### config.mk
export PLATFORM = sky130hd
export DESIGN_NAME = erq_ctrl
export DESIGN_NICKNAME = d
export VERILOG_FILES = /design/src/rtl/erq_pkg.sv /design/src/rtl/erq_ctrl.sv
export SDC_FILE = /design/constraint.sdc
export NUM_CORES = 1
export LEC_CHECK = 0
export ABC_AREA = 1
export BUFFER_PORTS_ARGS = -buffer_cell sky130_fd_sc_hd__buf_4
export CAP_MARGIN = 25
export CORE_AREA = 2 2 39 41
export DETAILED_ROUTE_END_ITERATION = 6
export DIE_AREA = 0 0 41 43
export GPL_TIMING_DRIVEN = 0
export PLACE_DENSITY = 0.66
export SETUP_SLACK_MARGIN = 0.4
export SYNTH_ARGS = -nofsm -noshare
export SYNTH_HDL_FRONTEND = slang
export SYNTH_SLANG_ARGS = --single-unit
### constraint.sdc
create_clock -name clk -period 1.2 [get_ports clk]
set_input_delay 0 -clock clk [delete_from_list [all_inputs] [get_ports clk]]
set_output_delay 0 -clock clk [all_outputs]
set_load 0.02 [all_outputs]
### src/rtl/erq_pkg.sv
// erq_pkg: shared constants, types and command/status bundles for the extent request splitter
// no dependencies
package erq_pkg;

  localparam int MAX_EXTENTS_DEF = 64;
  localparam int RES_LIMIT       = 64;
  localparam int RES_W           = 7;
  localparam int BASE_SHIFT      = 10;
  localparam int LBA_SHIFT       = 9;   // 512 byte logical blocks
  localparam logic [15:0] UNINIT_MARK = 16'h8000;
  localparam logic [2:0]  LBS_RESET   = 3'd2;

  localparam int LOG_W  = 32;
  localparam int LEN_W  = 16;
  localparam int PHYS_W = 48;
  localparam int ENTRY_W = LOG_W + LEN_W + PHYS_W;

  typedef enum logic [1:0] {
    ACT_CLEAR  = 2'd0,
    ACT_APPEND = 2'd1,
    ACT_SPLIT  = 2'd2,
    ACT_NONE   = 2'd3
  } action_t;

  typedef enum logic [2:0] {
    EMIT_NONE,
    EMIT_PEND,
    EMIT_PEND_LAST,
    EMIT_PEND_BAD,
    EMIT_ZERO,
    EMIT_INCOMP
  } emit_t;

  typedef struct packed {
    logic  clear;
    logic  append;
    logic  start;
    logic  rd_en;
    logic  eval;
    logic  take;
    logic  skip;
    logic  set_short;
    emit_t emit;
  } cmd_t;

  typedef struct packed {
    action_t action;
    logic    len_zero;
    logic    more;
    logic    hit;
    logic    n_full;
    logic    pend_valid;
    logic    out_free;
    logic    incomplete;
    logic    short_room;
  } stat_t;

  typedef struct packed {
    logic [63:0] disk_byte_offset;
    logic [31:0] segment_length;
    logic [31:0] buffer_offset;
    logic [54:0] first_lba;
    logic [23:0] lba_count;
    logic        seg_is_read;
    logic        seg_status;
    logic        last;
  } seg_t;

endpackage

### src/rtl/erq_ctrl.sv
// erq_ctrl: sequencer for clear, append and the extent walk of a split
// depends on erq_pkg
module erq_ctrl (
  input  logic           clk,
  input  logic           rst_n,
  input  logic           in_valid,
  output logic           in_ready,
  input  erq_pkg::stat_t st,
  output erq_pkg::cmd_t  cmd
);
  typedef enum logic [2:0] {S_IDLE, S_START, S_NEXT, S_RD, S_CALC, S_FIN, S_INC} state_t;

  state_t state_r, state_nxt;

  always_comb begin
    cmd       = '0;
    cmd.emit  = erq_pkg::EMIT_NONE;
    state_nxt = state_r;
    in_ready  = (state_r == S_IDLE);
    case (state_r)
      S_IDLE: begin
        if (in_valid) begin
          case (st.action)
            erq_pkg::ACT_CLEAR:  cmd.clear  = 1'b1;
            erq_pkg::ACT_APPEND: cmd.append = 1'b1;
            erq_pkg::ACT_SPLIT: begin
              cmd.start = 1'b1;
              state_nxt = S_START;
            end
            default: ;
          endcase
        end
      end
      S_START: begin
        if (!st.len_zero) begin
          state_nxt = S_NEXT;
        end else if (st.out_free) begin
          cmd.emit  = erq_pkg::EMIT_ZERO;
          state_nxt = S_IDLE;
        end
      end
      S_NEXT: begin
        if (st.more) begin
          cmd.rd_en = 1'b1;
          state_nxt = S_RD;
        end else begin
          state_nxt = S_FIN;
        end
      end
      S_RD: begin
        cmd.eval  = 1'b1;
        state_nxt = S_CALC;
      end
      S_CALC: begin
        if (!st.hit) begin
          cmd.skip  = 1'b1;
          state_nxt = S_NEXT;
        end else if (st.n_full) begin
          cmd.set_short = 1'b1;
          state_nxt     = S_FIN;
        end else if (!st.pend_valid) begin
          cmd.take  = 1'b1;
          state_nxt = S_NEXT;
        end else if (st.out_free) begin
          cmd.take  = 1'b1;
          cmd.emit  = erq_pkg::EMIT_PEND;
          state_nxt = S_NEXT;
        end
      end
      S_FIN: begin
        if (st.incomplete && !st.short_room && !st.n_full) begin
          if (!st.pend_valid) begin
            state_nxt = S_INC;
          end else if (st.out_free) begin
            cmd.emit  = erq_pkg::EMIT_PEND;
            state_nxt = S_INC;
          end
        end else if (st.out_free) begin
          cmd.emit  = (st.incomplete || st.short_room) ? erq_pkg::EMIT_PEND_BAD
                                                       : erq_pkg::EMIT_PEND_LAST;
          state_nxt = S_IDLE;
        end
      end
      S_INC: begin
        if (st.out_free) begin
          cmd.emit  = erq_pkg::EMIT_INCOMP;
          state_nxt = S_IDLE;
        end
      end
      default: state_nxt = S_IDLE;
    endcase
  end

  always_ff @(posedge clk) begin
    if (!rst_n) begin
      state_r <= S_IDLE;
    end else begin
      state_r <= state_nxt;
    end
  end
endmodule

==> results.md, run 1 <==
* Reg power frac at approximately 26%
* Core area at 1380 um2
* Required time of the critical path at 1.20 ns
* Worst setup margin at -0.0412 ns
* Unique masters post-synth at 19
* Total Power at 423 uW
* Largest registers: state_r x3
* Worst-Skew Late Latency at 0.23 ns
* Critical path launch point: state_r[1]
* Crit end category: output port
* Status: finished, violations left
* Worst R2R Start: state_r[1]
* Slew @ Worst Pin at 0.204 ns
* Die height at 43 um
* Clock skew at approximately 0.0016 ns
* Sw Ratio at 32.0%
* Root Buffer: clkbuf_4
* Synth top area share at 19.6%
* Antenna violation net count after detailed routing at 0
* Worst hold path class: input pin to flip-flop
* Post-DP HPWL at 1.02 mm
* Post-Syn Area per Cell at 5.08 um2
* Clock network fraction of total power at 40.6%
* Max cap viols at 0
* CTS tree: built
* Placer Congestion at 0.746
* Post-Place Cell Area at 734 um2
* Commonest non-fill, non-tap cells in the layout: 22 x nand2_1, 20 x buf_4, 13 x nor2_1
* I/O Buffers at 23
* Worst hold slack at 0.0240 ns
* Clock-pin slew on the worst setup and hold paths at 0.04 ns
* Cts hold-fix bufs at 0
* Wire per inst at around 9.4 um
* Setup CP Type: flip-flop to output port
* Dpl cells at 133
* Final wirelength at 1.33 mm
* Net Count, Synth at 107
* Vias/cell at about 4.7
* Crit share post-route at 103%
* Vias at 662
* Slew HR at 86.4%
* Largest area contributor in the netlist: nand2_1
* Synth warn at 0
* Share of post-route cells with drive strength above 1 at 50.8%
* CP max FO at 5
* Antenna diodes at 0
* Total Routing Usage GR at 16.3%
* DR pass1 iterations at 3
* Fin crit period at 1.24 ns
* Htree depth at 1
* Vias in the first global route at 558
* Fin nets at 140
* Synthesized cell area at 478 um2
* Synthesized instance count at between 90 and 100
* Total die area at 1760 um2
* Most flop-heavy register: state_r
* Internal power at 288 uW
* Violations in the final reports: setup timing
* HP Start: rst_n
* DR DRC count at 0
* Power Density at around 480 nW/um2
* Num CTS Buffers at 3
* Max Freq at around 800 MHz
* Final hold vios at 0
* Iter 0 DRT Violations at 9
* Die X at 41 um
* Clock sink count at 3
* Row count at 14
* Layout overhead on the synthesized area at 85.6%
* I/O pin count at 25
* Static leakage at 0.473 nW
* Initial core utilization at 34.5%
* Max IR drop VDD at approximately 0.00039 V
* Sequential share of the synthesized area at 12.6%
* # setup viols final at 5
* Final Cell Area at between 800 and 900 um2
* Combinational power share at about 34%
* Clock tree buffer depth at 2
* Final Non-Filler Cells at ~140
* Flops & latches, synth at 3
* Most common cell after layout, fill and taps aside: nand2_1
* Main area contributors after synthesis: nand2_1 20%, nor2_1 14%, dfxtp_1 13%, inv_1 12%, nand3_1 8.4%
* Final max-slew violation count at 0
* RSZ-0062 raised after global routing: true
* GR Overflow Total at 0
* Number of flip-flops in the largest register at 3
* First-pass GRT wire length at 2.09 mm
* Fill cells at 141
* Setup crit start kind: flip-flop
* Largest net degree at the start of global routing at 10
* Sw Pwr at 136 uW
* Initial antenna violation count at 0
* WP data arrival at 1.24 ns
[worst max-delay path, stage by stage (launching register included)]
cell	delay (ns)
dfxtp_1	0.30
buf_6	0.13
inv_6	0.06
nand2_4	0.05
nor2_1	0.16
nand3_1	0.11
nand2_2	0.07
buf_4	0.13
[Yosys cell counts]
library cell / instances
nor2_2: 1
nand2_4: 1
nand3b_1: 2
a21oi_2: 1
nand3_1: 8
nand4_1: 1
a21oi_1: 2
nor3_1: 3
o21ai_0: 4
buf_4: 1
inv_1: 15
nand2_1: 25
inv_2: 2
buf_6: 1
buf_2: 1
nor2_4: 1
dfxtp_1: 3
nor2_1: 18
nand2_2: 4
[path summary, 6_finish.rpt]
| path | endpoint | depth (start not counted) | slack, ns |
|---|---|---|---|
| min | state_r[0] | 3 | 0.02 |
| max | cmd[2] | 7 | -0.04 |
| max reg2reg | state_r[2] | 9 | -0.01 |
| min reg2reg | state_r[0] | 5 | 0.74 |
[cell type report]
| type | count | area (um2) | area share (%) |
|---|---|---|---|
| timing repair buffer | 28 | 249 | 28.1 |
| inverter | 17 | 68.8 | 7.76 |
| sequential | 3 | 63.8 | 7.19 |
| clock buffer | 4 | 26.3 | 2.96 |
| buffer | 3 | 27.5 | 3.10 |
| multi-input combinational | 71 | 432 | 48.7 |
| tap | 16 | 20.0 | 2.26 |
[layer usage]
layer / vias up / GRT usage, % / wire [um]
met5: - / 0 / 0
li1: 352 / - / -
met2: 18 / 25.9 / 677
met1: 292 / 23.2 / 576
met4: 0 / 4.00 / 0
met3: 0 / 0.524 / 76
[power groups by stage]
stage | Clock (mW) | Sequential (mW) | Combinational (mW)
2_1_floorplan | 0 | 0.109 | 0.0762
3_3_place_gp | 0 | 0.109 | 0.130
3_5_place_dp | 0 | 0.109 | 0.132
4_1_cts | 0.180 | 0.108 | 0.140
5_1_grt | 0.184 | 0.108 | 0.159
6_report | 0.172 | 0.108 | 0.144
[cell families (layout without fill, tap and decap cells)]
group | Yosys count | count (layout) | share of synthesized area [%]
AOI/OAI and AO/OA | 7 | 7 | 8.12
DFF | 3 | 3 | 12.6
buffers and inverters | 20 | 52 | 18.3
and+or+nand+nor | 64 | 64 | 61.0
[timing repair]
| action | 4_1_cts | 5_1_grt |
|---|---|---|
| endpoints found under the setup margin | 15 | 15 |
| pin swaps | 8 | 5 |
| setup buffers | 5 | 0 |
| resized for setup | 15 | 7 |
[per-stage QoR]
step / setup TNS, ns / worst slack [ns] / util [%]
floorplan: 0 / 0.132 / -
global placement: 0 / 0.0238 / 53.1
detailed placement: 0 / 0.0110 / 53.1
CTS: -0.274 / -0.0479 / 62.9
global route: -0.761 / -0.118 / 64.1
finish: -0.113 / -0.0412 / 64.1
Note: power is estimated with default switching activity, not from simulation.
==> run 2, diff against run 1 <==
--- a/config.mk
+++ b/config.mk
@@ -9,6 +9,7 @@
 export BUFFER_PORTS_ARGS = -buffer_cell sky130_fd_sc_hd__buf_4
 export CAP_MARGIN = 25
 export CORE_AREA = 2 2 39 41
+export CTS_BUF_LIST = sky130_fd_sc_hd__clkbuf_2 sky130_fd_sc_hd__clkbuf_4 sky130_fd_sc_hd__clkbuf_8
 export DETAILED_ROUTE_END_ITERATION = 6
 export DIE_AREA = 0 0 41 43
 export GPL_TIMING_DRIVEN = 0
==> run 2 against run 1 <==
The flow still finishes with violations (setup timing). Maximum frequency down 1.1%. Clock power up 19%. Core utilization up 3.8 points. Routed wire length up 16%. Power up 11%. Die area unchanged. Worst hold slack about the same. Critical endpoint is now state_r[0].
==> results.md, run 2 (same netlist as run 1, synthesis figures left out) <==
* CP max FO at 4 (was 5)
* Clock network fraction of total power at 43.5% (was 40.6%)
* DR pass1 iterations at 4 (was 3)
* Clock-pin slew on the worst setup and hold paths at 0.04 ns (about the same)
* Worst R2R Start: state_r[1] (unchanged)
* Max IR drop VDD at 0.000300 V (was 0.000394 V)
* Vias/cell at 4.82 (was 4.66)
* Core area at 1380 um2 (unchanged)
* Final max-slew violation count at 0 (unchanged)
* I/O Buffers at 23 (unchanged)
* Worst setup margin at -0.0553 ns (was -0.0412 ns)
* Violations in the final reports: setup timing (unchanged)
* Placer Congestion at 0.746 (unchanged)
* Status: finished, violations left (unchanged)
* First-pass GRT wire length at 2.25 mm (was 2.09 mm)
* R2r worst-path depth at 9 (unchanged)
* Worst hold slack at 0.0237 ns (was 0.0240 ns)
* Combinational power share at 33.6% (was 34.0%)
* HP Start: rst_n (unchanged)
* RSZ-0062 raised after global routing: true (unchanged)
* Slew HR at 85.5% (was 86.4%)
* Final Cell Area at 940 um2 (was 887 um2)
* Die X at 41 um (unchanged)
* CTS tree: built (unchanged)
* Max stage delay on crit path at 0.31 ns (was 0.30 ns)
* Vias at 689 (was 662)
* Initial core utilization at 34.5% (unchanged)
* Cts hold-fix bufs at 0 (unchanged)
* Static leakage at 0.485 nW (was 0.473 nW)
* Vias in the first global route at 583 (was 558)
* Total die area at 1760 um2 (unchanged)
* Total Routing Usage GR at 19.5% (was 16.3%)
* Hold EP: state_r[0] (unchanged)
* Internal power at 319 uW (was 288 uW)
* Root Buffer: clkbuf_4 (unchanged)
* Slew @ Worst Pin at 0.217 ns (was 0.204 ns)
* Most common cell after layout, fill and taps aside: nand2_1 (unchanged)
* Hold path cells at 3 (unchanged)
* Fin crit period at 1.26 ns (was 1.24 ns)
* Clock skew at 0.000895 ns (was 0.00157 ns)
* DR DRC count at 0 (unchanged)
* CP bufs+invs at 4 (was 3)
* Wire per inst at 10.8 um (was 9.37 um)
* Largest registers: state_r x3 (unchanged)
* Setup CP Type: flip-flop to flip-flop (was flip-flop to output port)
* RR Endpoint: state_r[0] (was state_r[2])
* Final wirelength at 1.54 mm (was 1.33 mm)
* # setup viols final at 8 (was 5)
* Layout overhead on the synthesized area at 96.6% (was 85.6%)
* Setup crit start kind: flip-flop (unchanged)
* Required time of the critical path at 1.37 ns (was 1.20 ns)
* Share of post-route cells with drive strength above 1 at 57.5% (was 50.8%)
* Num CTS Buffers at 3 (unchanged)
* CP max-delay cell: dfxtp_2 (was dfxtp_1)
* Post-DP HPWL at 1.02 mm (unchanged)
* Crit path cell chain: buf_6 -> inv_6 -> buf_4 -> nand2_4 -> buf_4 -> nor2_1 -> a21oi_2 -> nand2_1 -> a21oi_2 (was buf_6 -> inv_6 -> nand2_4 -> nor2_1 -> nand3_1 -> nand2_2 -> buf_4)
* Commonest non-fill, non-tap cells in the layout: 20 x nand2_1, 18 x buf_4, 12 x buf_6, 12 x nor2_1, 10 x inv_1 (was 22 x nand2_1, 20 x buf_4, 13 x nor2_1)
* Clock tree buffer depth at 2 (unchanged)
* Cell family with most CP delay: buffers and inverters (was simple AND/OR/NAND/NOR gates)
* GR Overflow Total at 0 (unchanged)
* Power Density at 502 nW/um2 (was 477 nW/um2)
* Max Freq at 797 MHz (was 806 MHz)
* Final Util at 67.9% (was 64.1%)
* Worst hold path class: input pin to flip-flop (unchanged)
* Largest net degree at the start of global routing at 10 (unchanged)
* Sw Pwr at 153 uW (was 136 uW)
* Dpl ws at 0.0110 ns (unchanged)
* Sw Ratio at 32.4% (was 32.0%)
* Row count at 14 (unchanged)
* Iter 0 DRT Violations at 10 (was 9)
* Clock sink count at 3 (unchanged)
* Flop2flop setup slack at -0.06 ns (was -0.01 ns)
* Most flop-heavy register: state_r (unchanged)
* Number of flip-flops in the largest register at 3 (unchanged)
* Htree depth at 1 (unchanged)
* Antenna diodes at 0 (unchanged)
* Initial antenna violation count at 0 (unchanged)
* Crit share post-route at 105% (was 103%)
* Worst-Skew Late Latency at 0.24 ns (was 0.23 ns)
* Crit end category: flip-flop (was output port)
* Reg power frac at 22.9% (was 25.5%)
* Fill cells at 126 (was 141)
* Antenna violation net count after detailed routing at 0 (unchanged)
* I/O pin count at 25 (unchanged)
* Post-Place Cell Area at 734 um2 (unchanged)
* WP data arrival at 1.42 ns (was 1.24 ns)
* Fin nets at 141 (was 140)
* Final hold vios at 0 (unchanged)
* Die height at 43 um (unchanged)
* Max cap viols at 0 (unchanged)
==> run 2: how the worst max path moves through the flow <==
stage | start | to | slack [ns] | cells past startpoint
2_1_floorplan | state_r[2] | state_r[1] | 0.13 | 8
4_1_cts | state_r[1] | cmd[0] | -0.04 | 7
5_1_grt | state_r[1] | state_r[0] | -0.12 | 9
6_report | state_r[1] | state_r[0] | -0.06 | 9
3_5_place_dp | state_r[2] | state_r[0] | 0.01 | 9
3_3_place_gp | state_r[1] | state_r[0] | 0.02 | 10
==> run 2: routing by layer <==
metal / wire length (um) / vias to the layer above / global-route usage [%]
met5: 0 / - / 0
met4: 41 / 0 / 16.0
met3: 89 / 4 / 3.14
met2: 802 / 26 / 28.7
met1: 608 / 309 / 23.2
li1: - / 350 / -
==> run 2: power groups by stage <==
stage,combinational (mW),sequential [mW],clock [mW]
6_report,0.158,0.108,0.205
3_5_place_dp,0.132,0.109,0
4_1_cts,0.150,0.108,0.208
3_3_place_gp,0.130,0.109,0
2_1_floorplan,0.0762,0.109,0
5_1_grt,0.173,0.108,0.209
==> run 2: area by class of cell <==
type / instances / area [um2] / share of cell area [%]
multi-input combinational: 71 / 458 / 48.7
timing repair buffer: 29 / 268 / 28.5
inverter: 17 / 71.3 / 7.59
sequential: 3 / 65.1 / 6.92
clock buffer: 4 / 30.0 / 3.20
buffer: 3 / 27.5 / 2.93
tap: 16 / 20.0 / 2.13
==> run 2: worst min-delay path, stage by stage <==
cell	delay [ns]
buf_4	0.08
inv_1	0.06
a21oi_2	0.09
==> run 2: metrics by stage <==
stage / power [mW] / instances / setup TNS [ns]
after detailed placement: 0.242 / 133 / 0
after CTS: 0.465 / 142 / -0.190
final: 0.471 / 143 / -0.231
after floorplan: 0.185 / 94 / 0
after global routing: 0.490 / 143 / -0.639
after global placement: 0.240 / 133 / 0
==> run 2: repair_timing <==
item | 4_1_cts | 5_1_grt
buffers inserted | 5 | 1
gates resized for setup | 22 | 14
setup endpoints to repair | 15 | 15
pin swaps | 8 | 6
